[config.mk]
export PLATFORM = sky130hd
export DESIGN_NAME = wsc_ctrl
export DESIGN_NICKNAME = d
export VERILOG_FILES = /design/src/rtl/warped_scan_correlation_score_defines.svh /design/src/rtl/wsc_pkg.sv /design/src/rtl/wsc_ctrl.sv
export SDC_FILE = /design/constraint.sdc
export NUM_CORES = 1
export LEC_CHECK = 0
export ABC_AREA = 1
export BUFFER_PORTS_ARGS = -buffer_cell sky130_fd_sc_hd__buf_2
export CAP_MARGIN = 20
export CORE_AREA = 2 2 39 41
export CTS_CLUSTER_SIZE = 28
export DETAILED_ROUTE_END_ITERATION = 8
export DIE_AREA = 0 0 41 43
export HOLD_SLACK_MARGIN = 0.1
export PLACE_DENSITY = 0.68
export SKIP_LAST_GASP = 1
export SYNTH_ARGS = -nofsm -noshare
export SYNTH_HDL_FRONTEND = slang
export SYNTH_SLANG_ARGS = --single-unit
[constraint.sdc]
create_clock -name clk -period 2.45 [get_ports clk]
set_input_delay 0.3675 -clock clk [delete_from_list [all_inputs] [get_ports clk]]
set_output_delay 0.3675 -clock clk [all_outputs]
set_load 0.02 [all_outputs]
[src/rtl/warped_scan_correlation_score_defines.svh]
// Assertion macros for the warped scan correlation score block.
// Included by the top level; no dependencies.
`ifndef WARPED_SCAN_CORRELATION_SCORE_DEFINES_SVH
`define WARPED_SCAN_CORRELATION_SCORE_DEFINES_SVH

// Same-cycle implication, disabled during reset
`define WSC_ASSERT_NOW(lbl, clk, rst, ante, cons, msg) \
  lbl: assert property (@(posedge clk) disable iff (rst) (ante) |-> (cons)) else $error(msg);

// Next-cycle implication, disabled during reset
`define WSC_ASSERT_NEXT(lbl, clk, rst, ante, cons, msg) \
  lbl: assert property (@(posedge clk) disable iff (rst) (ante) |=> (cons)) else $error(msg);

`endif

[src/rtl/wsc_pkg.sv]
// Shared types and constants for the warped scan correlation score block.
// No dependencies.
package wsc_pkg;

  localparam int CFG_DW = 24;
  localparam int CFG_IW = 3;

  typedef struct packed {
    logic       op;
    logic [7:0] pixel;
    logic       last;
  } wsc_in_t;

  typedef struct packed {
    logic [23:0] score;
    logic        no_reference;
  } wsc_out_t;

  typedef enum logic [CFG_IW-1:0] {
    REG_ROT_COS   = 3'd0,
    REG_ROT_SIN   = 3'd1,
    REG_SHIFT_X   = 3'd2,
    REG_SHIFT_Y   = 3'd3,
    REG_CUR_RES   = 3'd4,
    REG_REF_PPM   = 3'd5,
    REG_GRID_ROWS = 3'd6,
    REG_GRID_COLS = 3'd7
  } wsc_reg_e;

  localparam logic OP_LOAD = 1'b0;
  localparam logic OP_SCAN = 1'b1;

  typedef enum logic [3:0] {
    S_IDLE, S_GEOM, S_ROT, S_SUM, S_SCALE, S_MAP, S_WGT,
    S_TAP0, S_TAP1, S_TAP2, S_TAP3, S_TAPE, S_PROD, S_DIVI, S_DIV, S_OUT
  } wsc_state_t;

  typedef struct packed {
    logic       accept;
    logic       geom;
    logic       rot;
    logic       sum;
    logic       scale;
    logic       map_en;
    logic       wgt;
    logic       rd_en;
    logic [1:0] tap;
    logic       acc_clr;
    logic       acc_en;
    logic       prod;
    logic       div_init;
    logic       div_step;
    logic       out_load;
  } wsc_cmd_t;

  typedef struct packed {
    logic pend_last;
    logic ref_ok;
    logic div_done;
    logic out_busy;
  } wsc_status_t;

endpackage

[src/rtl/wsc_ctrl.sv]
// Sequencer for the warped scan correlation score block.
// Depends on wsc_pkg.
module wsc_ctrl (
  input  logic                 clk,
  input  logic                 rst,
  input  logic                 in_valid,
  input  logic                 in_op,
  output logic                 in_stall,
  input  wsc_pkg::wsc_status_t status,
  output wsc_pkg::wsc_cmd_t    cmd
);
  import wsc_pkg::*;

  wsc_state_t state, state_next;

  always_ff @(posedge clk) begin
    if (rst) begin
      state <= S_IDLE;
    end else begin
      state <= state_next;
    end
  end

  // Next state
  always_comb begin
    state_next = state;
    case (state)
      S_IDLE: begin
        if (in_valid && in_op == OP_SCAN) state_next = S_GEOM;
      end
      S_GEOM:  state_next = S_ROT;
      S_ROT:   state_next = S_SUM;
      S_SUM:   state_next = S_SCALE;
      S_SCALE: state_next = S_MAP;
      S_MAP:   state_next = S_WGT;
      S_WGT:   state_next = S_TAP0;
      S_TAP0:  state_next = S_TAP1;
      S_TAP1:  state_next = S_TAP2;
      S_TAP2:  state_next = S_TAP3;
      S_TAP3:  state_next = S_TAPE;
      S_TAPE:  state_next = S_PROD;
      S_PROD: begin
        if (!status.pend_last) state_next = S_IDLE;
        else if (status.ref_ok) state_next = S_DIVI;
        else state_next = S_OUT;
      end
      S_DIVI:  state_next = S_DIV;
      S_DIV: begin
        if (status.div_done) state_next = S_OUT;
      end
      S_OUT: begin
        if (!status.out_busy) state_next = S_IDLE;
      end
      default: state_next = S_IDLE;
    endcase
  end

  // Outputs
  always_comb begin
    cmd      = '0;
    in_stall = (state != S_IDLE);
    case (state)
      S_IDLE:  cmd.accept = in_valid;
      S_GEOM:  cmd.geom = 1'b1;
      S_ROT:   cmd.rot = 1'b1;
      S_SUM:   cmd.sum = 1'b1;
      S_SCALE: cmd.scale = 1'b1;
      S_MAP:   cmd.map_en = 1'b1;
      S_WGT:   cmd.wgt = 1'b1;
      S_TAP0: begin
        cmd.rd_en   = 1'b1;
        cmd.tap     = 2'd0;
        cmd.acc_clr = 1'b1;
      end
      S_TAP1: begin
        cmd.rd_en  = 1'b1;
        cmd.tap    = 2'd1;
        cmd.acc_en = 1'b1;
      end
      S_TAP2: begin
        cmd.rd_en  = 1'b1;
        cmd.tap    = 2'd2;
        cmd.acc_en = 1'b1;
      end
      S_TAP3: begin
        cmd.rd_en  = 1'b1;
        cmd.tap    = 2'd3;
        cmd.acc_en = 1'b1;
      end
      S_TAPE:  cmd.acc_en = 1'b1;
      S_PROD:  cmd.prod = 1'b1;
      S_DIVI:  cmd.div_init = 1'b1;
      S_DIV:   cmd.div_step = !status.div_done;
      S_OUT:   cmd.out_load = !status.out_busy;
      default: cmd = '0;
    endcase
  end
endmodule

Yosys cells after proc, flatten, opt, wreduce, memory -nomap -nowiden
Index checks and enable logic that the tools add are counted.
{ "totals": {"ff_bits": 4, "in_bits": 8, "out_inout_bits": 17, "elab_cells": 46} }
{ "classes": {"eq_ne": 18, "n_mux": 20, "n_reduce_logical": 7} }
{ "ops": {"columns": ["cell", "count"], "rows": [
  ["$pmux 4 s16", 1],
  ["$eq 4x4->1 const B", 8],
  ["$eq 4x3->1 const B", 4],
  ["$mux 4", 4],
  ["$mux 1", 13],
  ["$pmux 3 s4", 1],
  ["$eq 4x2->1 const B", 2],
  ["$ne 2x2->1 const B", 3],
  ["$eq 4x1->1 const B", 1],
  ["$logic_not 4->1", 1],
  ["$reduce_bool 4->1", 1],
  ["$reduce_or 4->1", 1],
  ["$reduce_and 3->1", 1],
  ["$logic_not 1->1", 2],
  ["$mux 2", 1],
  ["$logic_and 1x1->1", 1]
]} }

Longest topological paths before layout
Gate-level depths: netlist (run 1).
{ "logic_depth": {"depth_word": 3, "depth_mapped": 8, "mapped_depth_nobuf": 7} }

Worst setup path after synthesis (run 1)
OpenSTA, ideal clock, no wires.
{ "synth_path": {"kind": "register -> output", "startpoint": "reg state[3]", "endpoint": "out cmd[8] (netlist bit)", "arrival_ns": 1.277, "t_required_ns": 2.082, "setup_slack_ns": 0.805, "path_stages_with_launch": 5, "path_buffers": 0, "cell_sequence": "dfxtp_1 > inv_1 > nor2_1 > nor2_2 > a21oi_1"} }
{ "synth_lines": {"columns": ["element", "line", "text"], "rows": [
  ["start: declaration", "wsc_ctrl.sv:14", "wsc_state_t state, state_next;"],
  ["start signal: assignment", "wsc_ctrl.sv:20", "state <= state_next;"],
  ["end: declaration", "wsc_ctrl.sv:10", "output wsc_pkg::wsc_cmd_t cmd"]
]} }

==> results of run 1 <==
==> through the flow <==
stage          hold slack, ns  worst slack (ns)
2_1_floorplan           0.430             0.805
6_report                0.333             0.735
3_5_place_dp            0.576             0.995
3_3_place_gp            0.580              1.02
4_1_cts                 0.322             0.726
5_1_grt                 0.330             0.638
==> where the power goes <==
part | leakage (nW) | switching, W | internal, W
clock network | 0.0138 | 0.0000289 | 0.0000549
registers | 0.0324 | 0.00000450 | 0.0000672
logic | 0.352 | 0.0000269 | 0.0000157
==> cell families after synthesis <==
family          after synthesis
compound gates                6
buf+inv                      16
flops                         4
simple gates                 46
==> routing by layer <==
metal	track usage	routed length, um	vias up
met5	0	0	-
met4	0.0800	27	0
met3	0.0314	63	2
met2	0.203	489	14
met1	0.174	456	212
li1	-	-	271
==> cell usage in the layout, fill, tap and decap left out, types with 4 or more instances in the layout <==
cell type | Yosys | final
nand2_2 | 6 | 6
a21oi_1 | 4 | 4
nor2_1 | 16 | 16
buf_2 | 0 | 24
dfxtp_1 | 4 | 4
inv_2 | 5 | 5
inv_1 | 9 | 9
nand2_1 | 9 | 9
==> final cells by class <==
| class | instances | area (sq um) |
|---|---|---|
| timing repair buffer | 24 | 120 |
| sequential | 4 | 80.1 |
| clock buffer | 3 | 22.5 |
| inverter | 15 | 58.8 |
| multi-input combinational | 52 | 298 |
| fill | 155 | 785 |
| tap | 16 | 20.0 |
==> worst paths after layout <==
check,from,end
worst min-delay path,rst,state[3]
worst max-delay path,state[0],cmd[8]
worst max register to register,state[0],state[2]
worst min register to register,state[3],state[0]
==> flow_summary.json, run 1 <==
{
  "power_w": 0.000198,
  "grt_pass1_wl_um": 1640,
  "layout.cells.non_filler": 114,
  "layout_min_cycle_time_ns": 1.72,
  "rrSetupSlack_ns": 1.25,
  "diodes": 0,
  "final_nets": 108,
  "setup_tns_ns": 0,
  "clock.fmax_mhz": 583,
  "skew_ns": 0.00696,
  "r2r_cells": 7,
  "grtUsageTotal": 0.138,
  "biggestRegsByFlops": "state (4)",
  "synthTopCellsByArea": "dfxtp_1, nor2_1, nand2_2",
  "powerDensity_nw_per_um2": 330,
  "grt_antenna_before_repair": 0,
  "dpl_cell_area_sq_um": 577,
  "root_buffer": "clkbuf_4",
  "drv_slew": 0,
  "layout-drive-gt1-share": 0.520,
  "synthMuxAreaShare": 0,
  "io-pin-count": 25,
  "crit_chain": "nand2_4 > nor2_4 > nor2_2 > a21oi_1 > buf_2",
  "worstSetupPathType": "reg -> out",
  "status": "complete, no violations",
  "required_ns": 2.08,
  "cp-end-kind": "output port",
  "worst_slew_pin_slew_ns": 0.347,
  "setup_viol": 0,
  "worstPathMaxFanout": 8,
  "cts_resized": 0,
  "cts_max_path_buffers": 2,
  "core_sq_um": 1380,
  "synthCells": 72,
  "h-tree-depth": 1,
  "stdcell_area_sq_um": 599,
  "synth_most_common_cell": "nor2_1",
  "num_vias": 499,
  "final_util": 0.433,
  "drtPass1Iterations": 2,
  "drcViolationCount": 0,
  "synth-simple-area-share": 0.587,
  "async_reset_ff_frac": 0,
  "numCtsBuffers": 3,
  "synth_edf_count": 0,
  "clkTransAtPathRegs_ns": 0.04,
  "slowest_delay_ns": 0.52,
  "largest_register_ffs": 4,
  "synth_xor_area_frac": 0,
  "wl_per_cell_um": 9.10,
  "synth_area_per_cell_sq_um": 6.22,
  "irDropWorstVdd_v": 0.000317,
  "viasPerCell": 4.38,
  "dp_hpwl_um": 896,
  "path_buf_inv": 1,
  "synth_seq_cells": 4,
  "p_leak_nw": 0.398,
  "dieArea_sq_um": 1760,
  "first_iter_violations": 10,
  "yosys_warnings": 0,
  "postCtsSetupBuffers": 0,
  "synth_area_sq_um": 448,
  "initial_core_util": 0.324,
  "cap_violations": 0,
  "cts.sinks": 4,
  "holdBufCountCts": 0,
  "finalCritPeriodShare": 0.700,
  "synthTopCellsByCount": "nor2_1, inv_1, nand2_1, nand2_2, inv_2",
  "grt_overflow_total": 0,
  "synth_top_family_by_area": "simple AND/OR/NAND/NOR gates",
  "relSlewSlack": 0.769,
  "synthAdderAreaFrac": 0,
  "die_h_um": 43,
  "rsz0062_at_grt": "false",
  "ys.flop_type": "dfxtp_1",
  "antenna_left": 0,
  "worstSetupStartpointType": "flip-flop",
  "grt_pass1_vias": 433,
  "cp.depth": 5,
  "finalHoldViolCount": 0,
  "std_cell_rows": 14,
  "min_path_cells": 2,
  "drt-total-wl_um": 1040,
  "critPathTopFamily": "flip-flops",
  "synth_nets": 80,
  "portBuffers": 24,
  "clock_latency_ns": 0.24,
  "grt_max_degree": 9,
  "gp_congestion": 0.856,
  "regMostFlops": "state",
  "cp_slowest_cell": "dfxtp_1",
  "area_growth_syn_to_layout_pct": 33.8,
  "placedCellCount": 111,
  "synth_compound_area_frac": 0.0782,
  "yosys.cell_types.count": 18,
  "worstHoldPathType": "in -> reg",
  "seq_area_frac_synth": 0.179,
  "die_w_um": 41,
  "worstPathArrival_ns": 1.35,
  "cts_tree": "built",
  "yosysTopAreaCellShare": 0.179,
  "yosysTopAreaCell": "dfxtp_1"
}
(Power assumes the default switching activity.)
==> run 2: changes to the inputs <==
--- a/config.mk
+++ b/config.mk
@@ -5,7 +5,7 @@
 export SDC_FILE = /design/constraint.sdc
 export NUM_CORES = 1
 export LEC_CHECK = 0
-export ABC_AREA = 1
+export ABC_AREA = 0
 export BUFFER_PORTS_ARGS = -buffer_cell sky130_fd_sc_hd__buf_2
 export CAP_MARGIN = 20
 export CORE_AREA = 2 2 39 41
@@ -13,7 +13,7 @@
 export DETAILED_ROUTE_END_ITERATION = 8
 export DIE_AREA = 0 0 41 43
 export HOLD_SLACK_MARGIN = 0.1
-export PLACE_DENSITY = 0.68
+export PLACE_DENSITY = 0.67
 export SKIP_LAST_GASP = 1
 export SYNTH_ARGS = -nofsm -noshare
 export SYNTH_HDL_FRONTEND = slang
==> constraint.sdc (replaced) <==
create_clock -name clk -period 1.5 [get_ports clk]
set_input_delay 0.225 -clock clk [delete_from_list [all_inputs] [get_ports clk]]
set_output_delay 0.225 -clock clk [all_outputs]
set_load 0.02 [all_outputs]
==> flow_summary.json, run 2 <==
{
  "status": "finished, violations left",
  "violations": "negative setup slack",
  "std_cell_rows": 14,
  "synth_seq_cells": 4,
  "setup_viol": 2,
  "dp_worst_setup_slack_ns": 0.0777,
  "first_iter_violations": 8,
  "root_buffer": "clkbuf_4",
  "cts.sinks": 4,
  "fin_ws_ns": -0.0461,
  "powerDensity_nw_per_um2": 738,
  "yosysTopAreaCellShare": 0.195,
  "setup_tns_ns": -0.0531,
  "biggestRegsByFlops": "state (4)",
  "synthCells": 60,
  "worst_slew_pin_slew_ns": 0.318,
  "skew_ns": 0.00298,
  "grt_pass1_wl_um": 1610,
  "synth_area_per_cell_sq_um": 6.86,
  "cts_tree": "built",
  "drt-total-wl_um": 1110,
  "num_vias": 508,
  "core_sq_um": 1380,
  "grt_pass1_vias": 406,
  "ys.flop_type": "dfxtp_1",
  "layout-drive-gt1-share": 0.494,
  "worstHoldPathType": "in -> reg",
  "h-tree-depth": 1,
  "numCtsBuffers": 3,
  "gp_congestion": 0.721,
  "grtUsageTotal": 0.129,
  "synth_edf_count": 0,
  "area_growth_syn_to_layout_pct": 52.9,
  "grt_max_degree": 18,
  "mostFrequentLayoutCells": "buf_2, nor2_1, nor3_1",
  "largest_register_ffs": 4,
  "relSlewSlack": 0.785,
  "clkTransAtPathRegs_ns": 0.04,
  "holdBufCountCts": 0,
  "seq_area_frac_synth": 0.195,
  "final_common_cell": "buf_2",
  "async_reset_ff_frac": 0,
  "yosysTopAreaCell": "dfxtp_1",
  "worstSetupPathType": "reg -> out",
  "p_leak_nw": 0.306,
  "cts_max_path_buffers": 2,
  "worstPathArrival_ns": 1.32,
  "required_ns": 1.27,
  "irDropWorstVdd_v": 0.000331,
  "synth_nets": 68,
  "dp_hpwl_um": 793,
  "antenna_left": 0,
  "drtPass1Iterations": 3,
  "clock.fmax_mhz": 647,
  "finalHoldViolCount": 0,
  "yosys_warnings": 0,
  "final_util": 0.455,
  "grt_overflow_total": 0,
  "yosys.cell_types.count": 23,
  "diodes": 0,
  "drv_slew": 0,
  "synth_most_common_cell": "nor2_1",
  "synthTopCellsByCount": "nor2_1, nor3_1, nand2b_1",
  "worstPathMaxFanout": 3,
  "viasPerCell": 4.93,
  "synthTopCellsByArea": "dfxtp_1, nor3_1, nor2_1",
  "finalCritPeriodShare": 1.03,
  "portBuffers": 24,
  "regMostFlops": "state",
  "wl_per_cell_um": 10.7,
  "initial_core_util": 0.297,
  "die_h_um": 43,
  "worstSetupStartpointType": "flip-flop",
  "die_w_um": 41,
  "cap_violations": 0,
  "layout_min_cycle_time_ns": 1.55,
  "final_nets": 97,
  "io-pin-count": 25,
  "rsz0062_at_grt": "true",
  "clock_latency_ns": 0.23,
  "drcViolationCount": 0,
  "power_w": 0.000465,
  "cp-end-kind": "output port",
  "grt_antenna_before_repair": 0,
  "whs_ns": 0.210,
  "dieArea_sq_um": 1760,
  "synth_area_sq_um": 412
}
run 2: cell types whose count changed after synthesis, sizes merged, moves of 3 or more:
cell,change
a21o,+3
buf,+4
inv,-13
nand2,-13
nand2b,+5
nand3,-5
nor2,-12
nor3,+6
run 2: layout make-up:
cell class,count,area (sq um)
inverter,2,7.51
clock buffer,3,22.5
multi-input combinational,49,313
fill,150,754
sequential,4,86.3
tap,16,20.0
timing repair buffer,29,180
run 2: where the power goes:
group / switching, W / internal (W) / total, W / leakage, nW
combinational: 0.0000973 / 0.0000927 / 0.000190 / 0.259
clock: 0.0000465 / 0.0000897 / 0.000136 / 0.0138
sequential: 0.0000204 / 0.000118 / 0.000138 / 0.0342
total: 0.000164 / 0.000300 / 0.000465 / 0.306
run 2: worst max-delay path: stages (launching register included):
cell and delay (ns):
dfxtp_2 0.33, or4_4 0.54, nor2_4 0.10, buf_6 0.12
run 2: repair_timing:
item                       in CTS  in global routing
buffers inserted                0                  0
gates resized for setup         3                  8
setup endpoints to repair      12                  9
run 2: layer usage:
metal / GRT usage / up-vias / wire length [um]
li1: - / 269 / -
met1: 0.193 / 231 / 523
met2: 0.175 / 8 / 550
met3: 0.0157 / 0 / 34
met4: 0.0600 / 0 / 0
met5: 0 / - / 0
run 2: kinds of logic after synthesis:
logic type / count (synthesis) / synth area share
buffers and inverters: 7 / 0.0942
AND/OR/NAND/NOR: 37 / 0.523
flip-flops: 4 / 0.195
AO/OA/AOI/OAI: 11 / 0.167
XOR/XNOR: 1 / 0.0213
run 2: per-stage QoR:
stage	cell area, sq um	instances
floorplan	412	60
global placement	571	100
detailed placement	571	100
CTS	598	103
global route	629	103
finish	629	103
run 2: worst paths after layout:
| kind | startpoint | end | slack [ns] | cells past startpoint |
|---|---|---|---|---|
| worst max-delay path | state[1] | cmd[15] | -0.05 | 3 |
| worst min-delay path | rst | state[1] | 0.21 | 2 |
| worst max register to register | state[1] | state[3] | 0.16 | 4 |
| worst min register to register | state[0] | state[2] | 0.66 | 2 |
==> run 3: changes to the inputs <==
--- a/config.mk
+++ b/config.mk
@@ -6,14 +6,16 @@
 export NUM_CORES = 1
 export LEC_CHECK = 0
 export ABC_AREA = 0
-export BUFFER_PORTS_ARGS = -buffer_cell sky130_fd_sc_hd__buf_2
 export CAP_MARGIN = 20
 export CORE_AREA = 2 2 39 41
+export CTS_BUF_LIST = sky130_fd_sc_hd__clkbuf_8
 export CTS_CLUSTER_SIZE = 28
 export DETAILED_ROUTE_END_ITERATION = 8
 export DIE_AREA = 0 0 41 43
+export DONT_BUFFER_PORTS = 1
 export HOLD_SLACK_MARGIN = 0.1
-export PLACE_DENSITY = 0.67
+export PLACE_DENSITY = 0.5
+export REMOVE_ABC_BUFFERS = 1
 export SKIP_LAST_GASP = 1
 export SYNTH_ARGS = -nofsm -noshare
 export SYNTH_HDL_FRONTEND = slang
==> flow_summary.json, run 3 (synthesized netlist as in run 2, its figures left out) <==
{
  "seqPwrFrac": 0.254,
  "cts_tree": "built",
  "grt_pass1_wl_um": 1890,
  "powerDensity_nw_per_um2": 848,
  "finalHoldViolCount": 0,
  "cts_max_path_buffers": 2,
  "dpl_cell_area_sq_um": 543,
  "drcViolationCount": 0,
  "cp-end-kind": "output port",
  "worstHoldPathType": "in -> reg",
  "core_sq_um": 1380,
  "gp_congestion": 0.718,
  "dieArea_sq_um": 1760,
  "relSlewSlack": 0.741,
  "diodes": 0,
  "layout.cells.non_filler": 96,
  "portBuffers": 0,
  "io-pin-count": 25,
  "grt_overflow_total": 0,
  "biggestRegsByFlops": "state (4)",
  "first_iter_violations": 11,
  "skew_ns": 0.000622,
  "clkTransAtPathRegs_ns": 0.03,
  "mostFrequentLayoutCells": "buf_4, nor3_1, nor2_1",
  "fin_ws_ns": -0.0516,
  "final_nets": 90,
  "regMostFlops": "state",
  "layout-drive-gt1-share": 0.438,
  "violations": "negative setup slack",
  "timing.rr.start": "state[2]",
  "rsz0062_at_grt": "true",
  "worstSetupPathType": "reg -> out",
  "dp_worst_setup_slack_ns": 0.0876,
  "largest_register_ffs": 4,
  "grt_antenna_before_repair": 0,
  "std_cell_rows": 14,
  "drtPass1Iterations": 4,
  "dp_hpwl_um": 832,
  "cap_violations": 0,
  "layout_min_cycle_time_ns": 1.55,
  "clock_latency_ns": 0.22,
  "root_buffer": "clkbuf_8",
  "worstPathMaxFanout": 3,
  "grt_max_degree": 16,
  "worstHoldStart": "in_op",
  "irDropWorstVdd_v": 0.000491,
  "numCtsBuffers": 3,
  "sw_frac_of_total": 0.298,
  "worst_slew_pin_slew_ns": 0.387,
  "cts.sinks": 4,
  "die_w_um": 41,
  "r2r_end": "state[3]",
  "fill_cells": 130,
  "area_growth_syn_to_layout_pct": 53.2,
  "intPower_w": 0.000376,
  "antenna_left": 0,
  "initial_core_util": 0.297,
  "clock.fmax_mhz": 644,
  "grtUsageTotal": 0.165,
  "drv_slew": 0,
  "die_h_um": 43,
  "grt_pass1_vias": 434,
  "placedCellCount": 90,
  "h-tree-depth": 1,
  "p_comb_frac": 0.329,
  "whs_ns": 0.237,
  "num_vias": 497,
  "finalCritPeriodShare": 1.03,
  "startpoint": "state[3]",
  "wl_per_cell_um": 11.9,
  "final_util": 0.456,
  "clockPowerShare": 0.416,
  "worstPathArrival_ns": 1.33,
  "p_leak_nw": 0.278,
  "viasPerCell": 5.18,
  "regArea_sq_um": 88.8,
  "setup_viol": 1,
  "required_ns": 1.27,
  "status": "finished, violations left",
  "endpoint": "cmd[15]",
  "rrSetupSlack_ns": 0.12,
  "final_common_cell": "buf_4",
  "multi_input_area_sq_um": 305,
  "drt-total-wl_um": 1140,
  "stdcell_area_sq_um": 631,
  "worstSetupStartpointType": "flip-flop",
  "r2r_cells": 4,
  "switchingPower_w": 0.000159
}
run 3: through the flow:
stage               setup TNS, ns  power, W
global placement                0  0.000298
floorplan                 -0.0822  0.000237
finish                    -0.0516  0.000535
CTS                       -0.0615  0.000531
global route               -0.124  0.000572
detailed placement              0  0.000298
run 3: critical path, cell delays in order, from the launching register on:
cell and delay, ns:
dfxtp_1 0.31, or4_4 0.55, nor2_2 0.10, buf_4 0.14
run 3: worst min path at each step:
stage / end / slack, ns / cells past startpoint
floorplan: state[1] / 0.29 / 1
global placement: state[1] / 0.30 / 1
detailed placement: state[1] / 0.30 / 1
CTS: state[0] / 0.23 / 2
global route: state[0] / 0.25 / 2
finish: state[0] / 0.24 / 2
run 3: repair_timing:
action | CTS | global route
pin swaps | 0 | 1
endpoints found under the setup margin | 12 | 5
resized for setup | 4 | 4
setup buffers | 0 | 2
hold buffers | 1 | 0
hold endpoints to repair | 3 | 0
run 3: power by group through the flow:
stage / registers, W / logic, W / clock network [W]
finish: 0.000136 / 0.000176 / 0.000223
global route: 0.000138 / 0.000192 / 0.000242
CTS: 0.000136 / 0.000164 / 0.000231
detailed placement: 0.000137 / 0.000161 / 0
global placement: 0.000138 / 0.000160 / 0
floorplan: 0.000144 / 0.0000927 / 0
run 3: cell type report:
| class | instances | area share |
|---|---|---|
| multi-input cells | 49 | 0.484 |
| repair buffers | 22 | 0.266 |
| clock buffers | 3 | 0.0655 |
| inverters | 2 | 0.0119 |
| well taps | 16 | 0.0317 |
| flip-flops and latches | 4 | 0.141 |
run 3: layer usage:
metal	wire length, um	global-route usage
met1	466	0.196
met2	578	0.213
met3	87	0.0942
met4	10	0.120
met5	0	0
